===== src/hw/rtl/tpd_pkg.sv =====
// Shared types and constants of the triangle plane dedup block.
package tpd_pkg;

  localparam int unsigned CoordW = 16;
  localparam int unsigned DiffW  = 17;
  localparam int unsigned NormW  = 35;
  localparam int unsigned MagW   = 34;
  localparam int unsigned HalfW  = 17;
  localparam int unsigned OpW    = 18;
  localparam int unsigned ProdW  = 2 * OpW;
  localparam int unsigned AccW   = 72;
  localparam int unsigned RootW  = 36;
  localparam int unsigned SqRemW = 40;
  localparam int unsigned DvRemW = 37;
  localparam int unsigned QuoW   = 15;
  localparam int unsigned UnitW  = 16;
  localparam int unsigned OffW   = 17;
  localparam int unsigned FracW  = 14;
  localparam int unsigned EntryW = 3 * UnitW + OffW;

  typedef enum logic [4:0] {
    ST_IDLE,
    ST_CROSS_M,
    ST_CROSS_A,
    ST_CHECK,
    ST_SQ_M,
    ST_SQ_A,
    ST_SQRT_INIT,
    ST_SQRT,
    ST_DIV_INIT,
    ST_DIV_STEP,
    ST_DIV_WR,
    ST_DOT_M,
    ST_DOT_A,
    ST_OFF,
    ST_SRCH_INIT,
    ST_SRCH,
    ST_TBL_WR,
    ST_OUT
  } tpd_state_e;

  typedef enum logic [3:0] {
    OP_UX, OP_UY, OP_UZ,
    OP_VX, OP_VY, OP_VZ,
    OP_MH, OP_ML,
    OP_UN0, OP_UN1, OP_UN2,
    OP_AX, OP_AY, OP_AZ
  } opsel_e;

  typedef enum logic [1:0] {
    SH_0,
    SH_18,
    SH_34
  } shift_e;

  typedef struct packed {
    logic       load;
    logic       mul_go;
    opsel_e     sel_a;
    opsel_e     sel_b;
    logic       acc_en;
    logic       acc_clr;
    logic       acc_sub;
    shift_e     acc_sh;
    logic [1:0] comp;
    logic       n_wr;
    logic       sqrt_init;
    logic       sqrt_step;
    logic       div_init;
    logic       div_step;
    logic       un_wr;
    logic       off_wr;
    logic       srch_init;
    logic       srch_step;
    logic       tbl_wr;
    logic       out_load;
  } dp_cmd_t;

  typedef struct packed {
    logic nz;
    logic srch_done;
    logic out_busy;
  } dp_sts_t;

endpackage


===== src/hw/rtl/tpd_ctrl.sv =====
// Sequencing state machine of the triangle plane dedup block.
module tpd_ctrl (
  input  logic             clk_i,
  input  logic             rst_ni,
  input  logic             in_valid_i,
  output logic             in_ready_o,
  input  tpd_pkg::dp_sts_t sts_i,
  output tpd_pkg::dp_cmd_t cmd_o
);
  import tpd_pkg::*;

  localparam int unsigned KW = 6;
  localparam logic [KW-1:0] CrossLast = KW'(5);
  localparam logic [KW-1:0] SqLast    = KW'(8);
  localparam logic [KW-1:0] SqrtLast  = KW'(RootW - 1);
  localparam logic [KW-1:0] DivLast   = KW'(QuoW - 1);
  localparam logic [KW-1:0] DotLast   = KW'(2);

  tpd_state_e state_q, state_d;
  logic [KW-1:0] k_q, k_d;
  logic [1:0] comp_q, comp_d;
  logic [1:0] sq_comp;
  logic [1:0] sq_j;

  always_comb begin
    unique case (k_q)
      KW'(0), KW'(1), KW'(2): sq_comp = 2'd0;
      KW'(3), KW'(4), KW'(5): sq_comp = 2'd1;
      default:                sq_comp = 2'd2;
    endcase
    unique case (k_q)
      KW'(0), KW'(3), KW'(6): sq_j = 2'd0;
      KW'(1), KW'(4), KW'(7): sq_j = 2'd1;
      default:                sq_j = 2'd2;
    endcase
  end

  always_comb begin
    state_d = state_q;
    k_d     = k_q;
    comp_d  = comp_q;
    unique case (state_q)
      ST_IDLE: begin
        k_d = '0;
        if (in_valid_i) state_d = ST_CROSS_M;
      end
      ST_CROSS_M: state_d = ST_CROSS_A;
      ST_CROSS_A: begin
        if (k_q == CrossLast) begin
          k_d = '0;
          state_d = ST_CHECK;
        end else begin
          k_d = k_q + KW'(1);
          state_d = ST_CROSS_M;
        end
      end
      ST_CHECK: state_d = sts_i.nz ? ST_SQ_M : ST_OUT;
      ST_SQ_M: state_d = ST_SQ_A;
      ST_SQ_A: begin
        if (k_q == SqLast) begin
          k_d = '0;
          state_d = ST_SQRT_INIT;
        end else begin
          k_d = k_q + KW'(1);
          state_d = ST_SQ_M;
        end
      end
      ST_SQRT_INIT: state_d = ST_SQRT;
      ST_SQRT: begin
        if (k_q == SqrtLast) begin
          k_d = '0;
          comp_d = '0;
          state_d = ST_DIV_INIT;
        end else begin
          k_d = k_q + KW'(1);
        end
      end
      ST_DIV_INIT: begin
        k_d = '0;
        state_d = ST_DIV_STEP;
      end
      ST_DIV_STEP: begin
        if (k_q == DivLast) state_d = ST_DIV_WR;
        else k_d = k_q + KW'(1);
      end
      ST_DIV_WR: begin
        k_d = '0;
        if (comp_q == 2'd2) begin
          state_d = ST_DOT_M;
        end else begin
          comp_d = comp_q + 2'd1;
          state_d = ST_DIV_INIT;
        end
      end
      ST_DOT_M: state_d = ST_DOT_A;
      ST_DOT_A: begin
        if (k_q == DotLast) begin
          state_d = ST_OFF;
        end else begin
          k_d = k_q + KW'(1);
          state_d = ST_DOT_M;
        end
      end
      ST_OFF: state_d = ST_SRCH_INIT;
      ST_SRCH_INIT: state_d = ST_SRCH;
      ST_SRCH: if (sts_i.srch_done) state_d = ST_TBL_WR;
      ST_TBL_WR: state_d = ST_OUT;
      ST_OUT: if (!sts_i.out_busy) state_d = ST_IDLE;
      default: state_d = ST_IDLE;
    endcase
  end

  always_comb begin
    cmd_o = '0;
    cmd_o.sel_a = OP_UX;
    cmd_o.sel_b = OP_UX;
    cmd_o.acc_sh = SH_0;
    in_ready_o = 1'b0;
    unique case (state_q)
      ST_IDLE: begin
        in_ready_o = 1'b1;
        cmd_o.load = in_valid_i;
      end
      ST_CROSS_M: begin
        cmd_o.mul_go = 1'b1;
        unique case (k_q)
          KW'(0): begin cmd_o.sel_a = OP_UY; cmd_o.sel_b = OP_VZ; end
          KW'(1): begin cmd_o.sel_a = OP_UZ; cmd_o.sel_b = OP_VY; end
          KW'(2): begin cmd_o.sel_a = OP_UZ; cmd_o.sel_b = OP_VX; end
          KW'(3): begin cmd_o.sel_a = OP_UX; cmd_o.sel_b = OP_VZ; end
          KW'(4): begin cmd_o.sel_a = OP_UX; cmd_o.sel_b = OP_VY; end
          default: begin cmd_o.sel_a = OP_UY; cmd_o.sel_b = OP_VX; end
        endcase
      end
      ST_CROSS_A: begin
        cmd_o.acc_en = 1'b1;
        cmd_o.acc_clr = !k_q[0];
        cmd_o.acc_sub = k_q[0];
        cmd_o.comp = k_q[2:1];
        cmd_o.n_wr = k_q[0];
      end
      ST_SQ_M: begin
        cmd_o.mul_go = 1'b1;
        cmd_o.comp = sq_comp;
        cmd_o.sel_a = (sq_j == 2'd2) ? OP_ML : OP_MH;
        cmd_o.sel_b = (sq_j == 2'd0) ? OP_MH : OP_ML;
      end
      ST_SQ_A: begin
        cmd_o.acc_en = 1'b1;
        cmd_o.acc_clr = (k_q == '0);
        unique case (sq_j)
          2'd0:    cmd_o.acc_sh = SH_34;
          2'd1:    cmd_o.acc_sh = SH_18;
          default: cmd_o.acc_sh = SH_0;
        endcase
      end
      ST_SQRT_INIT: cmd_o.sqrt_init = 1'b1;
      ST_SQRT: cmd_o.sqrt_step = 1'b1;
      ST_DIV_INIT: begin
        cmd_o.div_init = 1'b1;
        cmd_o.comp = comp_q;
      end
      ST_DIV_STEP: cmd_o.div_step = 1'b1;
      ST_DIV_WR: begin
        cmd_o.un_wr = 1'b1;
        cmd_o.comp = comp_q;
      end
      ST_DOT_M: begin
        cmd_o.mul_go = 1'b1;
        unique case (k_q)
          KW'(0):  begin cmd_o.sel_a = OP_UN0; cmd_o.sel_b = OP_AX; end
          KW'(1):  begin cmd_o.sel_a = OP_UN1; cmd_o.sel_b = OP_AY; end
          default: begin cmd_o.sel_a = OP_UN2; cmd_o.sel_b = OP_AZ; end
        endcase
      end
      ST_DOT_A: begin
        cmd_o.acc_en = 1'b1;
        cmd_o.acc_clr = (k_q == '0);
      end
      ST_OFF: cmd_o.off_wr = 1'b1;
      ST_SRCH_INIT: cmd_o.srch_init = 1'b1;
      ST_SRCH: cmd_o.srch_step = 1'b1;
      ST_TBL_WR: cmd_o.tbl_wr = 1'b1;
      ST_OUT: cmd_o.out_load = !sts_i.out_busy;
      default: ;
    endcase
  end

  always_ff @(posedge clk_i or negedge rst_ni) begin
    if (!rst_ni) begin
      state_q <= ST_IDLE;
      k_q <= '0;
      comp_q <= '0;
    end else begin
      state_q <= state_d;
      k_q <= k_d;
      comp_q <= comp_d;
    end
  end

endmodule


===== config.mk =====
export PLATFORM = sky130hd
export DESIGN_NAME = tpd_ctrl
export DESIGN_NICKNAME = d
export VERILOG_FILES = /design/src/hw/rtl/tpd_pkg.sv /design/src/hw/rtl/tpd_ctrl.sv
export SDC_FILE = /design/constraint.sdc
export NUM_CORES = 1
export LEC_CHECK = 0
export BUFFER_PORTS_ARGS = -buffer_cell sky130_fd_sc_hd__buf_2
export CAP_MARGIN = 20
export CORE_ASPECT_RATIO = 1.25
export CORE_UTILIZATION = 45
export CTS_CLUSTER_SIZE = 10
export DETAILED_ROUTE_END_ITERATION = 10
export GPL_TIMING_DRIVEN = 0
export PLACE_DENSITY = 0.67
export SETUP_SLACK_MARGIN = 0.5
export SYNTH_ARGS = -nofsm -noshare
export SYNTH_HDL_FRONTEND = slang
export SYNTH_SLANG_ARGS = --single-unit
export TNS_END_PERCENT = 30

===== constraint.sdc =====
create_clock -name clk_i -period 1.97 [get_ports clk_i]
set_clock_uncertainty 0.15 [all_clocks]
set_input_delay 0.394 -clock clk_i [delete_from_list [all_inputs] [get_ports clk_i]]
set_output_delay 0.394 -clock clk_i [all_outputs]
set_load 0.005 [all_outputs]

Yosys cells after proc, flatten, opt, wreduce, memory -nomap -nowiden
Cells that the tools add are included.
{ "op_classes": {"eq_ne": 38, "add_sub_neg": 2, "mux": 44, "reduce_logical": 17} }
{ "op_table": {"columns": ["operator", "n"], "rows": [
  ["one-hot mux 5 bit (18 select lines)", 1],
  ["equality test 5 x 4 -> 1 bit (second input constant)", 8],
  ["one-hot mux 6 bit (6 select lines)", 1],
  ["2-to-1 mux 5 bit", 6],
  ["2-to-1 mux 6 bit", 5],
  ["one-hot mux 6 bit (5 select lines)", 1],
  ["one-hot mux 9 bit (3 select lines)", 1],
  ["equality test 6 x 3 -> 1 bit (second input constant)", 4],
  ["equality test 5 x 3 -> 1 bit (second input constant)", 4],
  ["one-hot mux 2 bit (2 select lines)", 5],
  ["!= test 2 bit (second input constant)", 8],
  ["2-to-1 mux 1 bit", 15],
  ["OR reduction 3 bit", 5],
  ["equality test 6 x 2 -> 1 bit (second input constant)", 2],
  ["equality test 6 x 4 -> 1 bit (second input constant)", 2],
  ["2-to-1 mux 2 bit", 6],
  ["one-hot mux 6 bit (2 select lines)", 1],
  ["equality test 5 x 2 -> 1 bit (second input constant)", 2],
  ["equality test 5 bit (second input constant)", 2],
  ["adder 6 x 1 -> 6 bit (second input constant)", 1],
  ["equality test 6 x 1 -> 1 bit (second input constant)", 1],
  ["equality test 6 bit (second input constant)", 1],
  ["zero test 6 bit", 1],
  ["one-hot mux 2 bit (3 select lines)", 1],
  ["other kinds (13)", 17]
]} }
{ "totals": {"reg_bits": 13, "out_inout_bits": 29, "in_bits": 6, "wordCells": 104} }

Longest topological paths before layout
Gate-level depths: netlist (run 1).
{ "depth": {"word_depth": 6, "mapped_depth": 8, "depth_no_buf": 8} }

Worst setup path before layout (run 1)
No wires, ideal clock.
{ "synth_timing": {"path_kind": "reg-to-output", "start": "reg k_q[0]", "end": "out cmd_o[18] (netlist name)", "n_path_buf": 1, "stages_incl_launch_ff": 9, "t_required_ns": 1.426, "setup_slack_ns": -0.155, "t_arrival_ns": 1.581, "cell_sequence": "dfrtp_1 -> inv_1 -> ha_1 -> clkbuf_1 -> nor2_1 -> and3_1 -> o21ai_0 -> nand2_1 -> o2111ai_1"} }
{ "synth_rtl": {"columns": ["element", "line", "source"], "rows": [
  ["start: declaration", "tpd_ctrl.sv:20", "logic [KW-1:0] k_q, k_d;"],
  ["start signal: assignment", "tpd_ctrl.sv:196", "k_q <= k_d;"],
  ["end: declaration", "tpd_ctrl.sv:8", "output tpd_pkg::dp_cmd_t cmd_o"]
]} }

==> results of run 1 <==
flip-flops by register name, summed over array words and instances (netlist names):
signal   count
k_q          6
comp_q       2
state_q      5
layout by cell type, fill, tap and decap left out, types with 3 or more instances in the layout:
cell type / count
nor2_2: 4
nand2_2: 5
clkbuf_8: 5
nand3_1: 8
dfrtp_1: 8
buf_2: 34
buf_4: 35
o21ai_0: 14
nor2_1: 20
nand2_1: 18
nand2b_1: 3
buf_8: 3
nor3_4: 6
dfrtp_2: 5
nor2_4: 6
o21ai_1: 8
a21oi_1: 13
nand4_1: 5
clkbuf_16: 3
nor2b_1: 4
and2_1: 3
o22ai_1: 3
nor3_1: 10
or3_4: 4
clkbuf_4: 3
inv_2: 3
ha_2: 3
inv_1: 4
buf_6: 7
cell type report:
| cell class | count | area, um^2 | area share |
|---|---|---|---|
| multi-input combinational | 190 | 1416 | 0.5482 |
| timing repair buffer | 69 | 451.7 | 0.1748 |
| inverter | 8 | 32.53 | 0.01259 |
| tap | 37 | 46.29 | 0.01792 |
| sequential | 13 | 331.6 | 0.1283 |
| buffer | 20 | 260.3 | 0.1007 |
| clock buffer | 4 | 45.04 | 0.01743 |
report_power, final:
group / switching (uW) / total [uW] / internal [uW]
clock network: 90.0 / 233 / 143
logic: 1700 / 3260 / 1560
registers: 86.9 / 449 / 362
total: 1880 / 3940 / 2060
worst paths after layout:
kind                                       startpoint                      to  slack [ns]
min in group clk_i                           sts_i[0]  state_q[4]$_DFFE_PN0P_        0.42
worst min-delay path                           rst_ni  state_q[4]$_DFFE_PN0P_        0.41
worst max-delay path               k_q[0]$_DFFE_PN0P_               cmd_o[19]       -0.39
worst max register to register     k_q[1]$_DFFE_PN0P_      k_q[2]$_DFFE_PN0P_       -0.35
worst min register to register  comp_q[1]$_DFFE_PN0P_   comp_q[1]$_DFFE_PN0P_        0.43
max in group asynchronous                      rst_ni      k_q[0]$_DFFE_PN0P_        1.02
through the flow:
step	instances	setup slack (ns)	power, uW	hold slack [ns]	TNS [ns]
after global placement	302	-0.2661	2764	0.1393	-3.562
after CTS	336	-0.3769	3679	0.4168	-6.092
after global routing	341	-0.4806	4230	0.4392	-8.509
final	341	-0.3883	3942	0.4109	-6.409
after floorplan	231	0.02799	2210	-0.05159	0
after detailed placement	302	-0.2673	2750	0.1416	-3.315
what timing repair did:
action,CTS,global route
cloned,0,0
resized for setup,61,21
buffers inserted,29,5
hold endpoints to repair,13,0
setup endpoints to repair,42,42
hold buffers,1,0
pin swaps,20,8
cell families after synthesis:
kind of cell	after synthesis
mux	3
fa+ha+maj	5
buf+inv	28
simple gates	118
compound gates	61
flops	13
xor+xnor	3
routing by layer:
metal	track usage	share of wire	vias up
li1	-	-	976
met1	0.3444	0.42	930
met2	0.5467	0.52	62
met3	0.04664	0.047	8
met4	0.08438	0.011	0
met5	0	0	-
==> flow_metrics.py, run 1 <==
metrics = {
    "timing": {
        "worst_pin_slew_ns": 0.3336,
        "setup_violations": 31,
        "rsz0062_at_grt": "yes",
        "layout_setup_ws_ns": -0.3883,
        "hold_violations": 0,
        "finalCriticalPeriod_ns": 2.358,
        "relSlewSlack": 0.7776,
        "period_share": 1.197,
        "fmax_mhz": 424.0,
        "drv_slew": 0,
    },
    "clocking": {
        "clkLatencyLatePin_ns": 0.24,
        "cts_buffers": 3,
        "htree_levels": 1,
        "numClockSinks": 13,
        "root_buffer": "clkbuf_8",
        "cts_tree": "done",
        "clock_path_buffers": 2,
        "clk_pin_slew_ns": 0.05,
    },
    "final_layout": {
        "final_util": 0.7807,
        "area_growth_pct": 60.95,
        "fillers": 232,
        "drive_gt1_frac": 0.4967,
        "nets": 316,
        "design_area_um2": 2584,
        "antenna_cells": 0,
    },
    "placement": {
        "dpl_cell_area_um2": 1949,
        "gp_congestion": 0.8890,
        "hpwlAfterDp_um": 3637,
        "portBuffers": 34,
    },
    "setup_path": {
        "worstPathRequired_ns": 1.43,
        "r2r_cells": 9,
        "worstSetupPathType": "flop to output pin",
        "crit_family": "flip-flops",
        "slowest_stage": "dfrtp_2",
        "crit_path_max_fanout": 4,
        "path_depth": 9,
        "cp_common_cell": "o21ai_1",
        "path_cells": "inv_2 -> ha_2 -> buf_8 -> nor3_4 -> nor2_1 -> o21ai_1 -> o21ai_1 -> o311ai_1 -> buf_2",
        "startpoint_type": "flop",
        "cp_num_buf_inv": 3,
        "cp_data_arrival_time_ns": 1.81,
        "worst_setup_path_end_kind": "output pin",
        "cpPeakStageDelay_ns": 0.40,
    },
    "drt": {
        "wl_per_cell_um": 15.96,
        "drtAntennaViolNets": 0,
        "routed_via_density": 5.795,
        "dr.pass1.iters": 4,
        "drc": 0,
        "dr.first_iter.drc_count": 103,
        "vias": 1976,
        "drt_wl_total_um": 5442,
    },
    "logic_synthesis": {
        "yosys.area_share.simple": 0.3944,
        "yosysUniqueCellTypes": 53,
        "yosysTopAreaCellShare": 0.2027,
        "synthTopCellsByCount": "28 x nor2_1, 23 x nand2_1, 22 x o21ai_0",
        "synth_area_um2": 1605,
        "synth_top_family_by_area": "simple AND/OR/NAND/NOR gates",
        "synth_top_cell_by_area": "dfrtp_1",
        "synth-xor-area-share": 0.01637,
        "synth_fa_ha_area_frac": 0.03897,
        "synth-compound-area-share": 0.2385,
        "ys_seq_elements": 13,
        "synth_cells": 231,
        "ys_top_cells_by_area": "dfrtp_1 20%, o21ai_0 6.9%, nor2_1 6.5%, nand2_1 5.4%, nor3_1 5.3%",
        "ys_seq_area_frac": 0.2027,
        "synth_edf_count": 0,
        "synthMuxAreaShare": 0.02104,
        "synth.avg_cell_area_um2": 6.949,
        "synth_nets": 242,
        "yosysWarnings": 0,
        "synthArstFlopShare": 1.000,
        "synth_most_common_cell": "nor2_1",
        "ys.flop_type": "dfrtp_1",
    },
    "die": {
        "fp.dieH_um": 68.78,
        "pin_count": 35,
        "row_count": 23,
        "die_x_um": 55.42,
        "die_area_um2": 3812,
        "start_util": 0.4851,
        "coreArea_um2": 3309,
    },
    "pwr": {
        "leakagePower_uw": 0.001172,
        "power_density_nw_per_um2": 1526,
        "ir_drop_v": 0.001135,
    },
    "hold_path": {
        "min_path_type": "primary input to async pin",
    },
    "outcome": {
        "status": "finished with violations",
        "violations": "negative setup slack",
    },
    "global_route": {
        "grt_pass1_wl_um": 8735,
        "antenna_found_initial": 0,
        "grt_use_total": 0.2905,
        "grt-ovfl-total": 0,
        "first_global_vias": 1830,
        "grt_max_degree": 14,
    },
    "job": {
        "drv_cap": 0,
    },
}
Power figures use the tool's default switching activity.
==> inputs of run 2 (changes only) <==
--- a/config.mk
+++ b/config.mk
@@ -7,7 +7,7 @@
 export LEC_CHECK = 0
 export BUFFER_PORTS_ARGS = -buffer_cell sky130_fd_sc_hd__buf_2
 export CAP_MARGIN = 20
-export CORE_ASPECT_RATIO = 1.25
+export CORE_ASPECT_RATIO = 2
 export CORE_UTILIZATION = 45
 export CTS_CLUSTER_SIZE = 10
 export DETAILED_ROUTE_END_ITERATION = 10
==> flow_metrics.py, run 2 (synthesized netlist as in run 1, its figures left out) <==
metrics = {
    "timing": {
        "hold_violations": 0,
        "rsz0062_at_grt": "yes",
        "holdWs_ns": 0.4167,
        "layout_setup_ws_ns": -0.4715,
        "fmax_mhz": 409.6,
        "setup_violations": 29,
        "finalCriticalPeriod_ns": 2.441,
        "drv_slew": 0,
        "period_share": 1.239,
        "relSlewSlack": 0.7343,
        "worst_pin_slew_ns": 0.3964,
    },
    "final_layout": {
        "drive_gt1_frac": 0.5049,
        "top_regs": "k_q: 6 flops, state_q: 5 flops, comp_q: 2 flops",
        "antenna_cells": 0,
        "design_area_um2": 2580,
        "largest_reg_flops": 6,
        "mostFrequentLayoutCells": "34 x buf_4, 32 x buf_2, 20 x nand2_1",
        "regMostFlops": "k_q",
        "layout_commonest_cell": "buf_4",
        "layout.cells.non_filler": 337,
        "nets": 317,
        "area_growth_pct": 60.72,
    },
    "clocking": {
        "cts_tree": "done",
        "clock_path_buffers": 2,
        "cts_buffers": 3,
        "clk_pin_slew_ns": 0.05,
        "htree_levels": 1,
        "root_buffer": "clkbuf_8",
        "clkLatencyLatePin_ns": 0.24,
        "numClockSinks": 13,
    },
    "die": {
        "start_util": 0.4752,
        "row_count": 30,
        "die_x_um": 44.24,
        "pin_count": 35,
        "fp.dieH_um": 86.47,
        "coreArea_um2": 3378,
        "die_area_um2": 3825,
    },
    "global_route": {
        "grt_max_degree": 14,
        "grt_pass1_wl_um": 9190,
        "antenna_found_initial": 0,
        "grt-ovfl-total": 0,
        "first_global_vias": 1996,
        "grt_use_total": 0.3139,
    },
    "placement": {
        "dp.cells": 297,
        "hpwlAfterDp_um": 3931,
        "gp_congestion": 0.9430,
        "pre_cts_slack_ns": -0.2919,
        "dpl_cell_area_um2": 1943,
        "portBuffers": 34,
    },
    "drt": {
        "drtAntennaViolNets": 0,
        "dr.first_iter.drc_count": 76,
        "wl_per_cell_um": 17.75,
        "drc": 3,
        "drt_wl_total_um": 5983,
        "dr.pass1.iters": 7,
        "routed_via_density": 6.252,
        "vias": 2107,
    },
    "setup_path": {
        "startpoint_type": "flop",
        "crit_path_max_fanout": 8,
        "worstSetupPathType": "flop to output pin",
        "cp_data_arrival_time_ns": 1.90,
        "worst_setup_path_end_kind": "output pin",
        "worstPathRequired_ns": 1.43,
    },
    "hold_path": {
        "min_path_type": "primary input to async pin",
    },
    "pwr": {
        "seq_power_share": 0.113,
        "power.switching_uw": 1963,
        "clkPwrFrac": 0.056,
        "power_density_nw_per_um2": 1589,
        "p_int_uw": 2136,
        "leakagePower_uw": 0.001164,
        "ir_drop_v": 0.001052,
        "combPwrFrac": 0.830,
        "switching_share": 0.4789,
    },
    "job": {
        "drv_cap": 0,
    },
    "outcome": {
        "status": "finished with violations",
        "violations": "design-rule violations, negative setup slack",
    },
}
==> run 2: power by group through the flow <==
| stage | clock [uW] | sequential [uW] | combinational, uW |
|---|---|---|---|
| after floorplan | 0 | 441 | 1770 |
| after global placement | 0 | 471 | 2300 |
| after detailed placement | 0 | 474 | 2300 |
| after CTS | 237 | 458 | 3030 |
| after global routing | 253 | 467 | 3640 |
| final | 231 | 464 | 3400 |
==> run 2: path summary, 6_finish.rpt <==
| kind | slack [ns] | from | cells past startpoint | to |
|---|---|---|---|---|
| worst max-delay path | -0.47 | k_q[4]$_DFFE_PN0P_ | 5 | cmd_o[12] |
| worst min-delay path | 0.42 | rst_ni | 2 | comp_q[0]$_DFFE_PN0P_ |
| worst max register to register | -0.39 | k_q[0]$_DFFE_PN0P_ | 9 | k_q[2]$_DFFE_PN0P_ |
| worst min register to register | 0.45 | comp_q[0]$_DFFE_PN0P_ | 2 | comp_q[0]$_DFFE_PN0P_ |
| max in group asynchronous | 1.00 | rst_ni | 2 | state_q[2]$_DFFE_PN0P_ |
| min in group clk_i | 0.42 | sts_i[0] | 3 | state_q[4]$_DFFE_PN0P_ |
==> run 2: repair_timing <==
action	in CTS	in global routing
setup endpoints to repair	42	42
hold endpoints to repair	13	0
gates resized for setup	57	32
pin swaps	15	14
buffers inserted	27	8
hold buffers	1	0
==> run 2: final cells by class <==
class / count / area (um^2)
Clock buffer: 4 / 45.04
Inverter: 8 / 32.53
Fill cell: 262 / 798.3
Multi-Input combinational cell: 190 / 1418
Sequential cell: 13 / 330.3
Timing Repair Buffer: 70 / 470.5
Buffer: 20 / 244.0
Tap cell: 32 / 40.04
==> run 2: stage by stage <==
stage          power (uW)    util  TNS, ns
2_1_floorplan        2210       -        0
3_3_place_gp         2767  0.5752   -3.232
3_5_place_dp         2770  0.5752   -3.317
4_1_cts              3722  0.7163   -6.628
5_1_grt              4359  0.7637   -9.688
6_report             4099  0.7637   -7.467
==> run 2: critical path: stages, from the launching register on <==
cell	delay (ns)
dfrtp_1	0.36
clkbuf_4	0.19
nor3_2	0.37
nand3_1	0.27
a32o_1	0.34
buf_2	0.13
==> run 2: per-layer routing <==
metal,vias to the layer above,track usage,share of wire
li1,983,-,-
met1,1003,0.3242,0.34
met2,84,0.5816,0.56
met3,37,0.04375,0.042
met4,0,0.1543,0.060
met5,-,0,0
==> inputs of run 3 (changes only) <==
--- a/config.mk
+++ b/config.mk
@@ -8,11 +8,11 @@
 export BUFFER_PORTS_ARGS = -buffer_cell sky130_fd_sc_hd__buf_2
 export CAP_MARGIN = 20
 export CORE_ASPECT_RATIO = 2
-export CORE_UTILIZATION = 45
+export CORE_UTILIZATION = 40
 export CTS_CLUSTER_SIZE = 10
 export DETAILED_ROUTE_END_ITERATION = 10
 export GPL_TIMING_DRIVEN = 0
-export PLACE_DENSITY = 0.67
+export PLACE_DENSITY = 0.71
 export SETUP_SLACK_MARGIN = 0.5
 export SYNTH_ARGS = -nofsm -noshare
 export SYNTH_HDL_FRONTEND = slang
==> flow_metrics.py, run 3 (synthesized netlist as in run 1, its figures left out) <==
metrics = {
    "setup_path": {
        "worst_setup_path_end_kind": "output pin",
        "timing.rr.start": "k_q[0]$_DFFE_PN0P_",
        "crit_family": "simple AND/OR/NAND/NOR gates",
        "cp_num_buf_inv": 2,
        "crit_path_start": "k_q[0]$_DFFE_PN0P_",
        "worstPathRequired_ns": 1.43,
        "slowest_stage": "dfrtp_2",
        "worstSetupPathType": "flop to output pin",
        "startpoint_type": "flop",
        "crit_path_max_fanout": 5,
        "cp_data_arrival_time_ns": 1.84,
        "path_cells": "buf_6 -> ha_4 -> nor2_4 -> and3_4 -> o21ai_2 -> nand2_1 -> o2111ai_2 -> buf_2",
        "cpPeakStageDelay_ns": 0.45,
    },
    "drt": {
        "routed_via_density": 6.081,
        "dr.first_iter.drc_count": 91,
        "wl_per_cell_um": 18.81,
        "drtAntennaViolNets": 0,
        "drt_wl_total_um": 6958,
        "dr.pass1.iters": 4,
        "drc": 0,
        "vias": 2250,
    },
    "outcome": {
        "status": "finished with violations",
        "violations": "negative setup slack",
    },
    "final_layout": {
        "largest_reg_flops": 6,
        "top_regs": "k_q: 6 flops, state_q: 5 flops, comp_q: 2 flops",
        "drive_gt1_frac": 0.5580,
        "layout.cells.non_filler": 370,
        "layout_commonest_cell": "buf_4",
        "design_area_um2": 2833,
        "nets": 331,
        "antenna_cells": 0,
        "mostFrequentLayoutCells": "40 x buf_4, 33 x buf_2, 20 x nand2_1",
        "area_growth_pct": 76.46,
        "regMostFlops": "k_q",
    },
    "pwr": {
        "ir_drop_v": 0.001048,
        "leakagePower_uw": 0.001271,
        "power_density_nw_per_um2": 1618,
        "power_uw": 4584,
    },
    "global_route": {
        "grt_max_degree": 14,
        "grt-ovfl-total": 0,
        "antenna_found_initial": 0,
        "first_global_vias": 2154,
        "grt_use_total": 0.3134,
        "grt_pass1_wl_um": 10010,
    },
    "placement": {
        "portBuffers": 34,
        "dpl_cell_area_um2": 1967,
        "dp.cells": 316,
        "hpwlAfterDp_um": 4022,
        "pre_cts_slack_ns": -0.2694,
        "gp_congestion": 0.8851,
    },
    "die": {
        "fp.dieH_um": 91.59,
        "row_count": 32,
        "pin_count": 35,
        "die_x_um": 46.80,
        "die_area_um2": 4286,
        "start_util": 0.4176,
        "coreArea_um2": 3844,
    },
    "timing": {
        "relSlewSlack": 0.7344,
        "rsz0062_at_grt": "yes",
        "period_share": 1.211,
        "hold_violations": 0,
        "fmax_mhz": 419.3,
        "drv_slew": 0,
        "layout_setup_ws_ns": -0.4152,
        "setup_violations": 36,
        "finalCriticalPeriod_ns": 2.385,
        "holdWs_ns": 0.4123,
        "worst_pin_slew_ns": 0.3923,
    },
    "clocking": {
        "clock_path_buffers": 2,
        "numClockSinks": 13,
        "cts_tree": "done",
        "root_buffer": "clkbuf_8",
        "htree_levels": 1,
        "cts_buffers": 3,
        "clkLatencyLatePin_ns": 0.24,
        "clk_pin_slew_ns": 0.06,
    },
    "job": {
        "drv_cap": 0,
    },
    "hold_path": {
        "min_path_type": "primary input to async pin",
    },
}
==> run 3: cell types whose count changed in the layout (fill, tap and decap cells not counted), moves of 2 or more <==
cell / before / now
buf_4: 34 / 40
buf_6: 13 / 18
o2bb2ai_1: 2 / 0
a21oi_1: 13 / 11
o21ai_2: 3 / 5
o2bb2ai_2: 1 / 3
nand2b_2: 2 / 0
buf_12: 0 / 2
a21oi_2: 2 / 4
==> run 3: through the flow <==
stage / TNS [ns] / util
floorplan: 0 / -
global placement: -3.235 / 0.5117
detailed placement: -3.531 / 0.5117
CTS: -6.034 / 0.6501
global route: -10.20 / 0.7370
finish: -7.890 / 0.7370
==> run 3: power by group <==
| group | switching (uW) | internal [uW] |
|---|---|---|
| Sequential | 101 | 362 |
| Combinational | 1990 | 1890 |
| Clock | 94.7 | 143 |
==> run 3: metal layers <==
| layer | GRT usage | routed length (um) | vias up |
|---|---|---|---|
| li1 | - | - | 1007 |
| met1 | 0.3251 | 2247 | 1048 |
| met2 | 0.5405 | 3711 | 123 |
| met3 | 0.03579 | 305 | 72 |
| met4 | 0.2048 | 694 | 0 |
| met5 | 0 | 0 | - |
==> run 3: path summary, 6_finish.rpt <==
path                                     endpoint  slack, ns  cells after the start
max in group asynchronous      k_q[1]$_DFFE_PN0P_       1.01                      2
min                         comp_q[0]$_DFFE_PN0P_       0.41                      2
max reg2reg                    k_q[2]$_DFFE_PN0P_      -0.34                      9
min in group clk_i         state_q[3]$_DFFE_PN0P_       0.41                      4
max                                     cmd_o[18]      -0.42                      8
min reg2reg                 comp_q[1]$_DFFE_PN0P_       0.43                      2
==> run 3: area by class of cell <==
type / count / area, um^2
buffer: 20 / 246.5
clock buffer: 4 / 45.04
fill: 280 / 1011
inverter: 8 / 35.03
multi-input combinational: 190 / 1476
sequential: 13 / 331.6
tap: 51 / 63.81
timing repair buffer: 84 / 634.4
==> run 3: repair_timing <==
item | CTS | global route
buffers inserted | 27 | 21
gates resized for setup | 66 | 46
cloned | 0 | 1
setup endpoints to repair | 42 | 42
pin swaps | 27 | 23
endpoints found under the hold margin | 13 | 0
hold buffers | 1 | 0
